[config.mk]
export PLATFORM = sky130hd
export DESIGN_NAME = expression_tokenizer_flat
export DESIGN_NICKNAME = d
export VERILOG_FILES = /design/src/design/etok_pkg.sv /design/src/design/etok_if.sv /design/src/design/etok_core.sv /design/src/design/etok_queue.sv /design/src/design/expression_tokenizer.sv /design/src/flat_wrapper.sv
export SDC_FILE = /design/constraint.sdc
export NUM_CORES = 2
export LEC_CHECK = 0
export ABC_CLOCK_PERIOD_IN_PS = 24800
export BUFFER_PORTS_ARGS = -buffer_cell sky130_fd_sc_hd__buf_2
export CORE_MARGIN = 10
export CORE_UTILIZATION = 27
export CTS_BUF_LIST = sky130_fd_sc_hd__clkbuf_8 sky130_fd_sc_hd__clkbuf_16
export DETAILED_ROUTE_END_ITERATION = 16
export GPL_ROUTABILITY_DRIVEN = 0
export HOLD_SLACK_MARGIN = 0.06
export PLACE_DENSITY = 0.39
export SLEW_MARGIN = 20
export SYNTH_ARGS = -nofsm -noshare
export SYNTH_HDL_FRONTEND = slang
export SYNTH_SLANG_ARGS = --single-unit
[constraint.sdc]
create_clock -name clk -period 24.8 [get_ports clk]
set_input_delay 4.96 -clock clk [delete_from_list [all_inputs] [get_ports clk]]
set_output_delay 4.96 -clock clk [all_outputs]
set_load 0.1 [all_outputs]
[src/design/etok_pkg.sv]
// ----------------------------------------------------------------------------
// etok_pkg - shared types and constants of the expression tokenizer
// Token codes, scan modes, character constants, the token record and the
// character classification helpers used by the scan core.
// ----------------------------------------------------------------------------
package etok_pkg;

  // Scan mode of the tokenizer
  typedef enum logic [1:0] {
    MODE_IDLE   = 2'd0,
    MODE_ZERO   = 2'd1,
    MODE_NUMBER = 2'd2,
    MODE_IDENT  = 2'd3
  } scan_mode_t;

  // Token kinds as seen on the result channel
  typedef enum logic [3:0] {
    TOK_NUMBER    = 4'd0,
    TOK_IDENT     = 4'd1,
    TOK_LPAREN    = 4'd2,
    TOK_RPAREN    = 4'd3,
    TOK_SEMICOLON = 4'd4,
    TOK_PLUS      = 4'd5,
    TOK_MINUS     = 4'd6,
    TOK_SLASH     = 4'd7,
    TOK_STAR      = 4'd8,
    TOK_PERCENT   = 4'd9,
    TOK_CARET     = 4'd10,
    TOK_EQUALS    = 4'd11,
    TOK_ERROR     = 4'd12,
    TOK_EOF       = 4'd13
  } tok_kind_t;

  typedef enum logic [1:0] {
    ERR_NONE     = 2'd0,
    ERR_DIGIT    = 2'd1,
    ERR_OVERFLOW = 2'd2
  } err_code_t;

  // Numeric bases
  localparam logic [4:0] BASE_2  = 5'd2;
  localparam logic [4:0] BASE_8  = 5'd8;
  localparam logic [4:0] BASE_10 = 5'd10;
  localparam logic [4:0] BASE_16 = 5'd16;

  // Character codes
  localparam logic [7:0] CHAR_ZERO       = 8'h30;
  localparam logic [7:0] CHAR_ONE        = 8'h31;
  localparam logic [7:0] CHAR_NINE       = 8'h39;
  localparam logic [7:0] CHAR_UPPER_A    = 8'h41;
  localparam logic [7:0] CHAR_UPPER_Z    = 8'h5A;
  localparam logic [7:0] CHAR_A          = 8'h61;
  localparam logic [7:0] CHAR_B          = 8'h62;
  localparam logic [7:0] CHAR_F          = 8'h66;
  localparam logic [7:0] CHAR_X          = 8'h78;
  localparam logic [7:0] CHAR_Z          = 8'h7A;
  localparam logic [7:0] CHAR_UNDERSCORE = 8'h5F;
  localparam logic [7:0] CHAR_NEWLINE    = 8'h0A;
  localparam logic [7:0] CASE_OFFSET     = 8'd32;

  localparam logic [15:0] LINE_MAX   = 16'hFFFF;
  localparam logic [15:0] LINE_FIRST = 16'd1;

  // Result queue depth (power of two)
  localparam int QUEUE_DEPTH = 8;

  // One result item
  typedef struct packed {
    tok_kind_t   kind;
    logic [63:0] number_value;
    logic [12:0] ident_start;
    logic [12:0] ident_length;
    err_code_t   error_code;
    logic [15:0] line_number;
    logic [12:0] column;
    logic        last_result;
  } token_t;

  // Results of one scan step, handed from the core to the queue
  typedef struct packed {
    logic [1:0]       count;
    token_t [1:0]     tok;
  } push_t;

  function automatic logic [7:0] lower_case(logic [7:0] c);
    logic [7:0] r;
    r = c;
    if (c >= CHAR_UPPER_A && c <= CHAR_UPPER_Z) r = c + CASE_OFFSET;
    return r;
  endfunction

  // {valid, digit}: 0-9 and a-f
  function automatic logic [4:0] digit_of(logic [7:0] c);
    logic [4:0] r;
    r = '0;
    if (c >= CHAR_ZERO && c <= CHAR_NINE) begin
      r = {1'b1, c[3:0]};
    end else if (c >= CHAR_A && c <= CHAR_F) begin
      r = {1'b1, 4'(c - CHAR_A + 8'd10)};
    end
    return r;
  endfunction

  function automatic logic is_letter(logic [7:0] c);
    return (c >= CHAR_A && c <= CHAR_Z) || c == CHAR_UNDERSCORE;
  endfunction

  function automatic logic is_word_char(logic [7:0] c);
    return is_letter(c) || (c >= CHAR_ZERO && c <= CHAR_NINE);
  endfunction

  // Single-character tokens; TOK_NUMBER means "not an operator"
  function automatic tok_kind_t op_kind(logic [7:0] c);
    tok_kind_t k;
    unique case (c)
      "(":     k = TOK_LPAREN;
      ")":     k = TOK_RPAREN;
      ";":     k = TOK_SEMICOLON;
      "+":     k = TOK_PLUS;
      "-":     k = TOK_MINUS;
      "/":     k = TOK_SLASH;
      "*":     k = TOK_STAR;
      "%":     k = TOK_PERCENT;
      "^":     k = TOK_CARET;
      "=":     k = TOK_EQUALS;
      default: k = TOK_NUMBER;
    endcase
    return k;
  endfunction

endpackage

[src/design/etok_if.sv]
// ----------------------------------------------------------------------------
// etok_if - stream channels of the expression tokenizer
// Character channel and token channel, each with valid/ready handshake.
// ----------------------------------------------------------------------------
interface etok_in_if;
  logic       valid;
  logic       ready;
  logic       req_type;
  logic [7:0] char_code;

  modport source (output valid, output req_type, output char_code, input ready);
  modport sink   (input valid, input req_type, input char_code, output ready);
endinterface

interface etok_out_if;
  logic        valid;
  logic        ready;
  logic [3:0]  token_kind;
  logic [63:0] number_value;
  logic [12:0] ident_start;
  logic [12:0] ident_length;
  logic [1:0]  error_code;
  logic [15:0] line_number;
  logic [12:0] column;
  logic        last_result;

  modport source (
    output valid, output token_kind, output number_value, output ident_start,
    output ident_length, output error_code, output line_number, output column,
    output last_result, input ready
  );
  modport sink (
    input valid, input token_kind, input number_value, input ident_start,
    input ident_length, input error_code, input line_number, input column,
    input last_result, output ready
  );
endinterface

[src/design/etok_core.sv]
// ----------------------------------------------------------------------------
// etok_core - input register, scan state and single-pass token logic
// Registers each accepted character or end-of-line item, then in the next cycle
// updates the scan state and produces up to two tokens for the result queue.
// ----------------------------------------------------------------------------
module etok_core #(
  parameter int MAX_LINE_LENGTH = 4096,
  parameter int VALUE_WIDTH     = 64
) (
  input  logic             clk,
  input  logic             rst,
  input  logic             accept,
  input  logic             req_type,
  input  logic [7:0]       char_code,
  output logic             busy,
  output etok_pkg::push_t  push
);

  localparam int CW = $clog2(MAX_LINE_LENGTH + 1);
  localparam int VW = VALUE_WIDTH;
  localparam int PW = VALUE_WIDTH + 5;
  localparam logic [CW-1:0] COL_LIMIT = CW'(MAX_LINE_LENGTH);

  // Input register
  logic       stage_valid;
  logic       stage_eol;
  logic [7:0] stage_char;

  // Scan state
  etok_pkg::scan_mode_t mode, mode_next;
  logic [4:0]    base, base_next;
  logic [VW-1:0] acc, acc_next;
  logic [CW-1:0] tstart, tstart_next;
  logic [CW-1:0] col, col_next;
  logic [15:0]   lines, lines_next;

  // Step logic
  logic [7:0]       c;
  logic [4:0]       dig;
  logic [4:0]       eff_base;
  logic [PW-1:0]    acc_wide;
  logic [PW-1:0]    scaled;
  logic [PW-1:0]    prod;
  logic             overflow;
  logic [CW-1:0]    col_adv;
  logic [CW-1:0]    ident_len;
  logic             rescan;
  logic             pre_v, post_v;
  etok_pkg::token_t pre_tok, post_tok;
  etok_pkg::tok_kind_t op;

  function automatic etok_pkg::token_t make_tok(
    etok_pkg::tok_kind_t kind,
    logic [VW-1:0]       value,
    logic [CW-1:0]       istart,
    logic [CW-1:0]       ilen,
    etok_pkg::err_code_t err,
    logic [15:0]         line,
    logic [CW-1:0]       column
  );
    etok_pkg::token_t t;
    logic [VW+63:0]   vx;
    logic [CW+12:0]   sx;
    logic [CW+12:0]   lx;
    logic [CW+12:0]   cx;
    vx = {64'b0, value};
    sx = {13'b0, istart};
    lx = {13'b0, ilen};
    cx = {13'b0, column};
    t.kind         = kind;
    t.number_value = vx[63:0];
    t.ident_start  = sx[12:0];
    t.ident_length = lx[12:0];
    t.error_code   = err;
    t.line_number  = line;
    t.column       = cx[12:0];
    t.last_result  = 1'b0;
    return t;
  endfunction

  // Capture each transfer into the input register
  always_ff @(posedge clk) begin
    if (rst) begin
      stage_valid <= 1'b0;
    end else begin
      stage_valid <= accept;
    end
    if (accept) begin
      stage_eol  <= req_type;
      stage_char <= char_code;
    end
  end

  assign busy = stage_valid;

  // Character classes and the next accumulator value
  assign c         = etok_pkg::lower_case(stage_char);
  assign dig       = etok_pkg::digit_of(c);
  assign op        = etok_pkg::op_kind(c);
  assign eff_base  = (mode == etok_pkg::MODE_ZERO) ? etok_pkg::BASE_8 : base;
  assign acc_wide  = PW'(acc);
  assign col_adv   = (col < COL_LIMIT) ? col + CW'(1) : col;
  assign ident_len = col - tstart;

  always_comb begin
    unique case (eff_base)
      etok_pkg::BASE_2:  scaled = acc_wide << 1;
      etok_pkg::BASE_8:  scaled = acc_wide << 3;
      etok_pkg::BASE_16: scaled = acc_wide << 4;
      default:           scaled = (acc_wide << 3) + (acc_wide << 1);
    endcase
  end

  // acc * base + digit beyond VALUE_WIDTH bits means overflow
  assign prod     = scaled + PW'(dig[3:0]);
  assign overflow = |prod[PW-1:VW];

  // Scan one character or end of line
  always_comb begin
    mode_next   = mode;
    base_next   = base;
    acc_next    = acc;
    tstart_next = tstart;
    col_next    = col;
    lines_next  = lines;
    rescan      = 1'b0;
    pre_v       = 1'b0;
    post_v      = 1'b0;
    pre_tok     = '0;
    post_tok    = '0;

    if (stage_eol) begin
      // Flush the pending token, then end of file
      if (mode == etok_pkg::MODE_ZERO || mode == etok_pkg::MODE_NUMBER) begin
        pre_v   = 1'b1;
        pre_tok = make_tok(etok_pkg::TOK_NUMBER, acc, '0, '0, etok_pkg::ERR_NONE,
                           lines, col);
      end else if (mode == etok_pkg::MODE_IDENT) begin
        pre_v   = 1'b1;
        pre_tok = make_tok(etok_pkg::TOK_IDENT, '0, tstart, ident_len,
                           etok_pkg::ERR_NONE, lines, col);
      end
      post_v    = 1'b1;
      post_tok  = make_tok(etok_pkg::TOK_EOF, '0, '0, '0, etok_pkg::ERR_NONE,
                           lines, col);
      mode_next = etok_pkg::MODE_IDLE;
      base_next = etok_pkg::BASE_10;
      acc_next  = '0;
      col_next  = '0;
    end else begin
      unique case (mode)
        etok_pkg::MODE_ZERO, etok_pkg::MODE_NUMBER: begin
          if (mode == etok_pkg::MODE_ZERO && (c == etok_pkg::CHAR_X ||
                                              c == etok_pkg::CHAR_B)) begin
            mode_next = etok_pkg::MODE_NUMBER;
            base_next = (c == etok_pkg::CHAR_X) ? etok_pkg::BASE_16 : etok_pkg::BASE_2;
            col_next  = col_adv;
          end else if (!dig[4]) begin
            pre_v   = 1'b1;
            pre_tok = make_tok(etok_pkg::TOK_NUMBER, acc, '0, '0, etok_pkg::ERR_NONE,
                               lines, col);
            rescan  = 1'b1;
          end else if ({1'b0, dig[3:0]} >= eff_base) begin
            pre_v   = 1'b1;
            pre_tok = make_tok(etok_pkg::TOK_ERROR, '0, '0, '0, etok_pkg::ERR_DIGIT,
                               lines, col);
            rescan  = 1'b1;
          end else if (overflow) begin
            pre_v   = 1'b1;
            pre_tok = make_tok(etok_pkg::TOK_ERROR, '0, '0, '0,
                               etok_pkg::ERR_OVERFLOW, lines, col);
            rescan  = 1'b1;
          end else begin
            mode_next = etok_pkg::MODE_NUMBER;
            base_next = eff_base;
            acc_next  = prod[VW-1:0];
            col_next  = col_adv;
          end
        end
        etok_pkg::MODE_IDENT: begin
          if (etok_pkg::is_word_char(c)) begin
            col_next = col_adv;
          end else begin
            pre_v   = 1'b1;
            pre_tok = make_tok(etok_pkg::TOK_IDENT, '0, tstart, ident_len,
                               etok_pkg::ERR_NONE, lines, col);
            rescan  = 1'b1;
          end
        end
        etok_pkg::MODE_IDLE: begin
          rescan = 1'b1;
        end
      endcase

      // Start a new token from idle, also after a token ends or breaks
      if (rescan) begin
        mode_next = etok_pkg::MODE_IDLE;
        base_next = etok_pkg::BASE_10;
        acc_next  = '0;
        col_next  = col_adv;
        if (c == etok_pkg::CHAR_ZERO) begin
          mode_next   = etok_pkg::MODE_ZERO;
          tstart_next = col;
        end else if (c >= etok_pkg::CHAR_ONE && c <= etok_pkg::CHAR_NINE) begin
          mode_next   = etok_pkg::MODE_NUMBER;
          acc_next    = VW'(c[3:0]);
          tstart_next = col;
        end else if (etok_pkg::is_letter(c)) begin
          mode_next   = etok_pkg::MODE_IDENT;
          tstart_next = col;
        end else if (op != etok_pkg::TOK_NUMBER) begin
          post_v   = 1'b1;
          post_tok = make_tok(op, '0, '0, '0, etok_pkg::ERR_NONE, lines, col_adv);
        end else if (c == etok_pkg::CHAR_NEWLINE && lines != etok_pkg::LINE_MAX) begin
          lines_next = lines + 16'd1;
        end
      end
    end
  end

  // Pack the results in order and mark the last one
  always_comb begin
    push = '0;
    if (stage_valid) begin
      push.count = {1'b0, pre_v} + {1'b0, post_v};
      if (pre_v) begin
        push.tok[0] = pre_tok;
        push.tok[1] = post_tok;
        push.tok[0].last_result = !post_v;
        push.tok[1].last_result = 1'b1;
      end else begin
        push.tok[0] = post_tok;
        push.tok[0].last_result = 1'b1;
      end
    end
  end

  // Update the scan state once per registered item
  always_ff @(posedge clk) begin
    if (rst) begin
      mode   <= etok_pkg::MODE_IDLE;
      base   <= etok_pkg::BASE_10;
      acc    <= '0;
      tstart <= '0;
      col    <= '0;
      lines  <= etok_pkg::LINE_FIRST;
    end else if (stage_valid) begin
      mode   <= mode_next;
      base   <= base_next;
      acc    <= acc_next;
      tstart <= tstart_next;
      col    <= col_next;
      lines  <= lines_next;
    end
  end

endmodule

[src/design/etok_queue.sv]
// ----------------------------------------------------------------------------
// etok_queue - result queue of the expression tokenizer
// Takes up to two tokens per cycle, hands out one per transfer in order.
// ----------------------------------------------------------------------------
module etok_queue (
  input  logic              clk,
  input  logic              rst,
  input  etok_pkg::push_t   push,
  input  logic              out_ready,
  output logic              out_valid,
  output etok_pkg::token_t  head_tok,
  output logic [$clog2(etok_pkg::QUEUE_DEPTH+1)-1:0] level
);

  localparam int IW = $clog2(etok_pkg::QUEUE_DEPTH);
  localparam int LW = $clog2(etok_pkg::QUEUE_DEPTH + 1);

  etok_pkg::token_t entries [etok_pkg::QUEUE_DEPTH];
  logic [IW-1:0] head, head_next;
  logic [IW-1:0] tail, tail_next;
  logic [LW-1:0] count, count_next;
  logic          pop;

  assign out_valid = (count != '0);
  assign head_tok  = entries[head];
  assign level     = count;
  assign pop       = out_valid && out_ready;

  // Advance pointers and fill level
  always_comb begin
    head_next  = pop ? head + IW'(1) : head;
    tail_next  = tail + IW'(push.count);
    count_next = count + LW'(push.count) - LW'(pop);
  end

  always_ff @(posedge clk) begin
    if (rst) begin
      head  <= '0;
      tail  <= '0;
      count <= '0;
    end else begin
      head  <= head_next;
      tail  <= tail_next;
      count <= count_next;
    end
  end

  // Write the new tokens behind the tail
  always_ff @(posedge clk) begin
    if (push.count != 2'd0) begin
      entries[tail] <= push.tok[0];
    end
    if (push.count == 2'd2) begin
      entries[tail + IW'(1)] <= push.tok[1];
    end
  end

endmodule

[src/design/expression_tokenizer.sv]
// ----------------------------------------------------------------------------
// expression_tokenizer - character stream to expression tokens
// Scans one character or end-of-line marker per transfer and emits number,
// identifier, operator, error and end-of-file tokens.
// ----------------------------------------------------------------------------
// Usage:
//   items  : character channel; req_type 1 marks end of line, else char_code
//            holds the byte. An item transfers when valid and ready are high.
//   tokens : token channel; each token carries kind, value, identifier
//            position, error code, line, column and last_result, which is set
//            on the last token caused by an item.
//   Path:    the first token of an item passes the input register, the scan
//            step and the result queue before it can transfer.
//   Throughput: one item per cycle while items.ready is high; an item gives
//            zero, one or two tokens and the token channel moves one per cycle,
//            so items that end a token and start an operator (two tokens) slow
//            it down. The eight-entry result queue sets how far the sides slip.
//   Stall: while the receiver holds ready low, tokens wait in the queue and
//            items are still taken while at least two entries stay free for
//            each item in flight; then items.ready drops.
//   Reset: rst (synchronous) empties the queue, drops the item in flight and
//            returns the scanner to idle, base ten, column 0, line 1.
// ----------------------------------------------------------------------------
module expression_tokenizer #(
  parameter int MAX_LINE_LENGTH = 4096,
  parameter int VALUE_WIDTH     = 64
) (
  input  logic       clk,
  input  logic       rst,
  etok_in_if.sink    items,
  etok_out_if.source tokens
);

  localparam int LW = $clog2(etok_pkg::QUEUE_DEPTH + 1);

  logic             accept;
  logic             busy;
  etok_pkg::push_t  push;
  etok_pkg::token_t head_tok;
  logic [LW-1:0]    level;
  logic [LW-1:0]    free_slots;
  logic [LW-1:0]    need_slots;

  // Keep room for the item in flight and the one being taken
  assign free_slots  = LW'(etok_pkg::QUEUE_DEPTH) - level;
  assign need_slots  = busy ? LW'(4) : LW'(2);
  assign items.ready = (free_slots >= need_slots);
  assign accept      = items.valid && items.ready;

  etok_core #(
    .MAX_LINE_LENGTH (MAX_LINE_LENGTH),
    .VALUE_WIDTH     (VALUE_WIDTH)
  ) u_core (
    .clk       (clk),
    .rst       (rst),
    .accept    (accept),
    .req_type  (items.req_type),
    .char_code (items.char_code),
    .busy      (busy),
    .push      (push)
  );

  etok_queue u_queue (
    .clk       (clk),
    .rst       (rst),
    .push      (push),
    .out_ready (tokens.ready),
    .out_valid (tokens.valid),
    .head_tok  (head_tok),
    .level     (level)
  );

  // Drive the token channel from the queue head
  assign tokens.token_kind   = head_tok.kind;
  assign tokens.number_value = head_tok.number_value;
  assign tokens.ident_start  = head_tok.ident_start;
  assign tokens.ident_length = head_tok.ident_length;
  assign tokens.error_code   = head_tok.error_code;
  assign tokens.line_number  = head_tok.line_number;
  assign tokens.column       = head_tok.column;
  assign tokens.last_result  = head_tok.last_result;

endmodule

[src/flat_wrapper.sv]
// flat-port wrapper written by rule: the top's interface ports become plain ports
module expression_tokenizer_flat 
#(
  parameter int MAX_LINE_LENGTH = 4096,
  parameter int VALUE_WIDTH     = 64
)
  (clk, rst, items_valid, items_req_type, items_char_code, items_ready, tokens_valid, tokens_token_kind, tokens_number_value, tokens_ident_start, tokens_ident_length, tokens_error_code, tokens_line_number, tokens_column, tokens_last_result, tokens_ready);
  etok_in_if items_i ();
  etok_out_if tokens_i ();
  input  logic clk;
  input  logic rst;
  input wire logic [$bits(items_i.valid)-1:0] items_valid;
  input wire logic [$bits(items_i.req_type)-1:0] items_req_type;
  input wire logic [$bits(items_i.char_code)-1:0] items_char_code;
  output wire logic [$bits(items_i.ready)-1:0] items_ready;
  output wire logic [$bits(tokens_i.valid)-1:0] tokens_valid;
  output wire logic [$bits(tokens_i.token_kind)-1:0] tokens_token_kind;
  output wire logic [$bits(tokens_i.number_value)-1:0] tokens_number_value;
  output wire logic [$bits(tokens_i.ident_start)-1:0] tokens_ident_start;
  output wire logic [$bits(tokens_i.ident_length)-1:0] tokens_ident_length;
  output wire logic [$bits(tokens_i.error_code)-1:0] tokens_error_code;
  output wire logic [$bits(tokens_i.line_number)-1:0] tokens_line_number;
  output wire logic [$bits(tokens_i.column)-1:0] tokens_column;
  output wire logic [$bits(tokens_i.last_result)-1:0] tokens_last_result;
  input wire logic [$bits(tokens_i.ready)-1:0] tokens_ready;
  assign items_i.valid = items_valid;
  assign items_i.req_type = items_req_type;
  assign items_i.char_code = items_char_code;
  assign items_ready = items_i.ready;
  assign tokens_valid = tokens_i.valid;
  assign tokens_token_kind = tokens_i.token_kind;
  assign tokens_number_value = tokens_i.number_value;
  assign tokens_ident_start = tokens_i.ident_start;
  assign tokens_ident_length = tokens_i.ident_length;
  assign tokens_error_code = tokens_i.error_code;
  assign tokens_line_number = tokens_i.line_number;
  assign tokens_column = tokens_i.column;
  assign tokens_last_result = tokens_i.last_result;
  assign tokens_i.ready = tokens_ready;
  expression_tokenizer #(.MAX_LINE_LENGTH(MAX_LINE_LENGTH), .VALUE_WIDTH(VALUE_WIDTH)) u_core (.clk(clk), .rst(rst), .items(items_i), .tokens(tokens_i));
endmodule
==> metrics.csv <==
metric,value,unit
setup_tns,0,ps
synthesized area per cell,11.0,um2
post-synth net total,5211,
Synth Area in Simple Gates,9.98,%
vias per cell,5.41,
number of synthesized flops with an enable pin,281,
Synth Warn #,0,
CP Capture Type,output port,
layout cells sized above 1,17.9,%
Initial Utilization,27.2,%
most common cell in the netlist,dfxtp_1,
Worst EP required,19840,ps
post-CTS sizing,0,
Finished Layout Cells,7800,
most common flop cell mapped by yosys,dfxtp_1,
CTS clock-pin slew for the worst setup and hold paths,50,ps
post-synthesis compound-gate area fraction,21.4,%
Worst slew margin,21.7,%
CP Launch Type,register,
Final ANT Viol Nets,0,
port bufs,140,
pre-CTS WS,14640,ps
CTS Buf Count,138,
worst slew pin tran,1170,ps
XOR/XNOR Fraction of Synth Area,1.95,%
fin crit share,41.4,%
Root Buffer,clkbuf_16,
wire length of the first global-routing pass,299000,um
post-synthesis mux area share,13.5,%
1st-pass router iterations,6,
full die area,225000,um2
GRT overflow,0,
post-CTS setup buffers,0,
Critical Path Max Stage Delay,1000,ps
antenna violations before repair,7,
f_max,0.0975,GHz
Setup Skew,43.0,ps
crit-path max FO,48,
post-synth top area cell,dfxtp_1,
via count,42183,
wire length per cell,25.7,um
Max Cap Viol,0,
DPL Wire Length,126000,um
CTS max path bufs,3,
H-tree Lvls,4,
Placement Rows,166,
die width,474,um
Final Hold Fails,0,
P_leak,0.0224,uW
RSZ-0062 raised after global routing,no,
CP Cell Sequence,buf_4 > buf_4 > buf_4 > mux4_2 > mux2_2 > buf_2,
Residual DRC,0,
type of the worst setup path,reg -> out,
final setup margin,14540,ps
Final setup viols,0,
P&R area growth vs syn,13.1,%
Synth Instances,5086,
status,finished clean,
GRT Util Overall,17.4,%
critical path arrival,5300,ps
fin. max-slew vios,0,
sequential-to-total area share from yosys stat,46.1,%
chip height,474,um
Period minus WS final,10260,ps
R2R Setup Slk,14670,ps
largest net degree at the start of global routing,93,
main combinational cell family by area after synthesis,compound AO/OA/AOI/OAI gates,
Yosys cell types,103,
nets@finish,5125,
top post-synthesis cells by count,"dfxtp_1, a22o_1, nor2_1",
Hold Crit Class,reg -> reg,
first-iteration detailed-routing DRC count,3337,
pwr dens,78.4,nW/um2
# hold bufs at CTS,0,
cell count after placement,7548,
DRT Wirelength,201000,um
Post-Synth Adder-Cell Area,2.58,%
core area,205000,um2
vias in the first global route,42958,
Netlist Area Pre-Place,55700,um2
overall power,4940,uW
top post-synthesis cells by area,"dfxtp_1, edfxtp_1, a22o_1, mux4_2, mux2_2",
clk_lat worst skew,810,ps
"Async S/R FF share, synth",0,%
Yosys reg bits,1144,
Worst path slowest cell,dfxtp_4,
Most Frequent Cell on Critical Path,buf_4,
Worst VDD drop,0.0000793,V
CTS sink cnt,1144,
CTS tree,done,
I/O pins,141,
top cell type's share of synthesized area,31.0,%
==> where the power goes <==
part | leakage [uW] | switching (uW) | total, uW | internal, uW
combinational | 0.0106 | 658 | 939 | 281
sequential | 0.00948 | 50.7 | 1990 | 1940
clock | 0.00236 | 853 | 2020 | 1160
total | 0.0224 | 1560 | 4940 | 3380
==> final cells by class <==
class / instances / area, um2
clock buffers: 169 / 3950
inverters: 77 / 289
diodes: 4 / 10.0
well taps: 2688 / 3360
fillers: 20888 / 142000
repair buffers: 239 / 1460
flip-flops and latches: 1144 / 25700
multi-input cells: 3400 / 27600
clock inverters: 79 / 572
==> logic make-up (layout without fill, tap and decap cells) <==
| group | count (synthesis) | in the layout |
|---|---|---|
| adders and majority gates | 112 | 112 |
| other | 0 | 4 |
| muxes | 418 | 418 |
| AOI/OAI and AO/OA | 1588 | 1588 |
| and+or+nand+nor | 1158 | 1158 |
| buffers and inverters | 542 | 564 |
| DFF | 1144 | 1144 |
| xor gates and xnor gates | 124 | 124 |
==> placed cells by master (no fill, tap or decap), drive strengths merged, types with 107 or more instances in the layout <==
| cell type | synthesis | final |
|---|---|---|
| inv | 75 | 115 |
| nor2 | 377 | 377 |
| buf | 156 | 239 |
| mux4 | 252 | 252 |
| a22o | 724 | 724 |
| ha | 107 | 107 |
| o22ai | 140 | 140 |
| o21ai | 221 | 221 |
| dfxtp | 863 | 863 |
| clkbuf | 309 | 169 |
| edfxtp | 281 | 281 |
| nand2 | 365 | 365 |
| a21oi | 192 | 192 |
| mux2 | 130 | 130 |
==> per-stage QoR <==
stage          utilization (%)  area, um2  hold WS [ps]
5_1_grt                   30.7      63000           465
3_3_place_gp              28.5      58500           434
2_1_floorplan                -      55700           420
3_5_place_dp              28.5      58500           439
6_report                  30.7      63000           447
4_1_cts                   30.7      63000           450
==> layer usage <==
layer | global-route usage, % | vias up | wire (um)
li1 | - | 19398 | -
met1 | 23.0 | 21545 | 90200
met2 | 29.6 | 983 | 97400
met3 | 2.37 | 257 | 8070
met4 | 4.68 | 0 | 5000
met5 | 0 | - | 0
==> flip-flops by register name, indices dropped and copies added (netlist names), 4 cells and up, named ones only <==
name,count
u_core.u_core.acc,64
u_core.u_core.base,5
u_core.u_core.col,13
u_core.u_core.lines,16
u_core.u_core.stage_char,8
u_core.u_core.tstart,13
u_core.u_queue.entries,1008
u_core.u_queue.level,4
==> worst paths after layout <==
kind                                                      end                     startpoint  cells after the start
worst max register to register  u_core.u_queue.entries[7][40]    u_core.u_core.stage_char[1]                     32
worst min-delay path            u_core.u_queue.entries[5][43]  u_core.u_queue.entries[5][43]                      2
worst max-delay path                  tokens_number_value[56]                       register                      6
worst min register to register  u_core.u_queue.entries[5][43]  u_core.u_queue.entries[5][43]                      2
==> critical path: cells and delay by family (launching register included) <==
family	cells	cell delay, ps
buffers and inverters	4	2510
DFF	1	1000
muxes	2	910
Note: power is estimated with default switching activity, not from simulation.
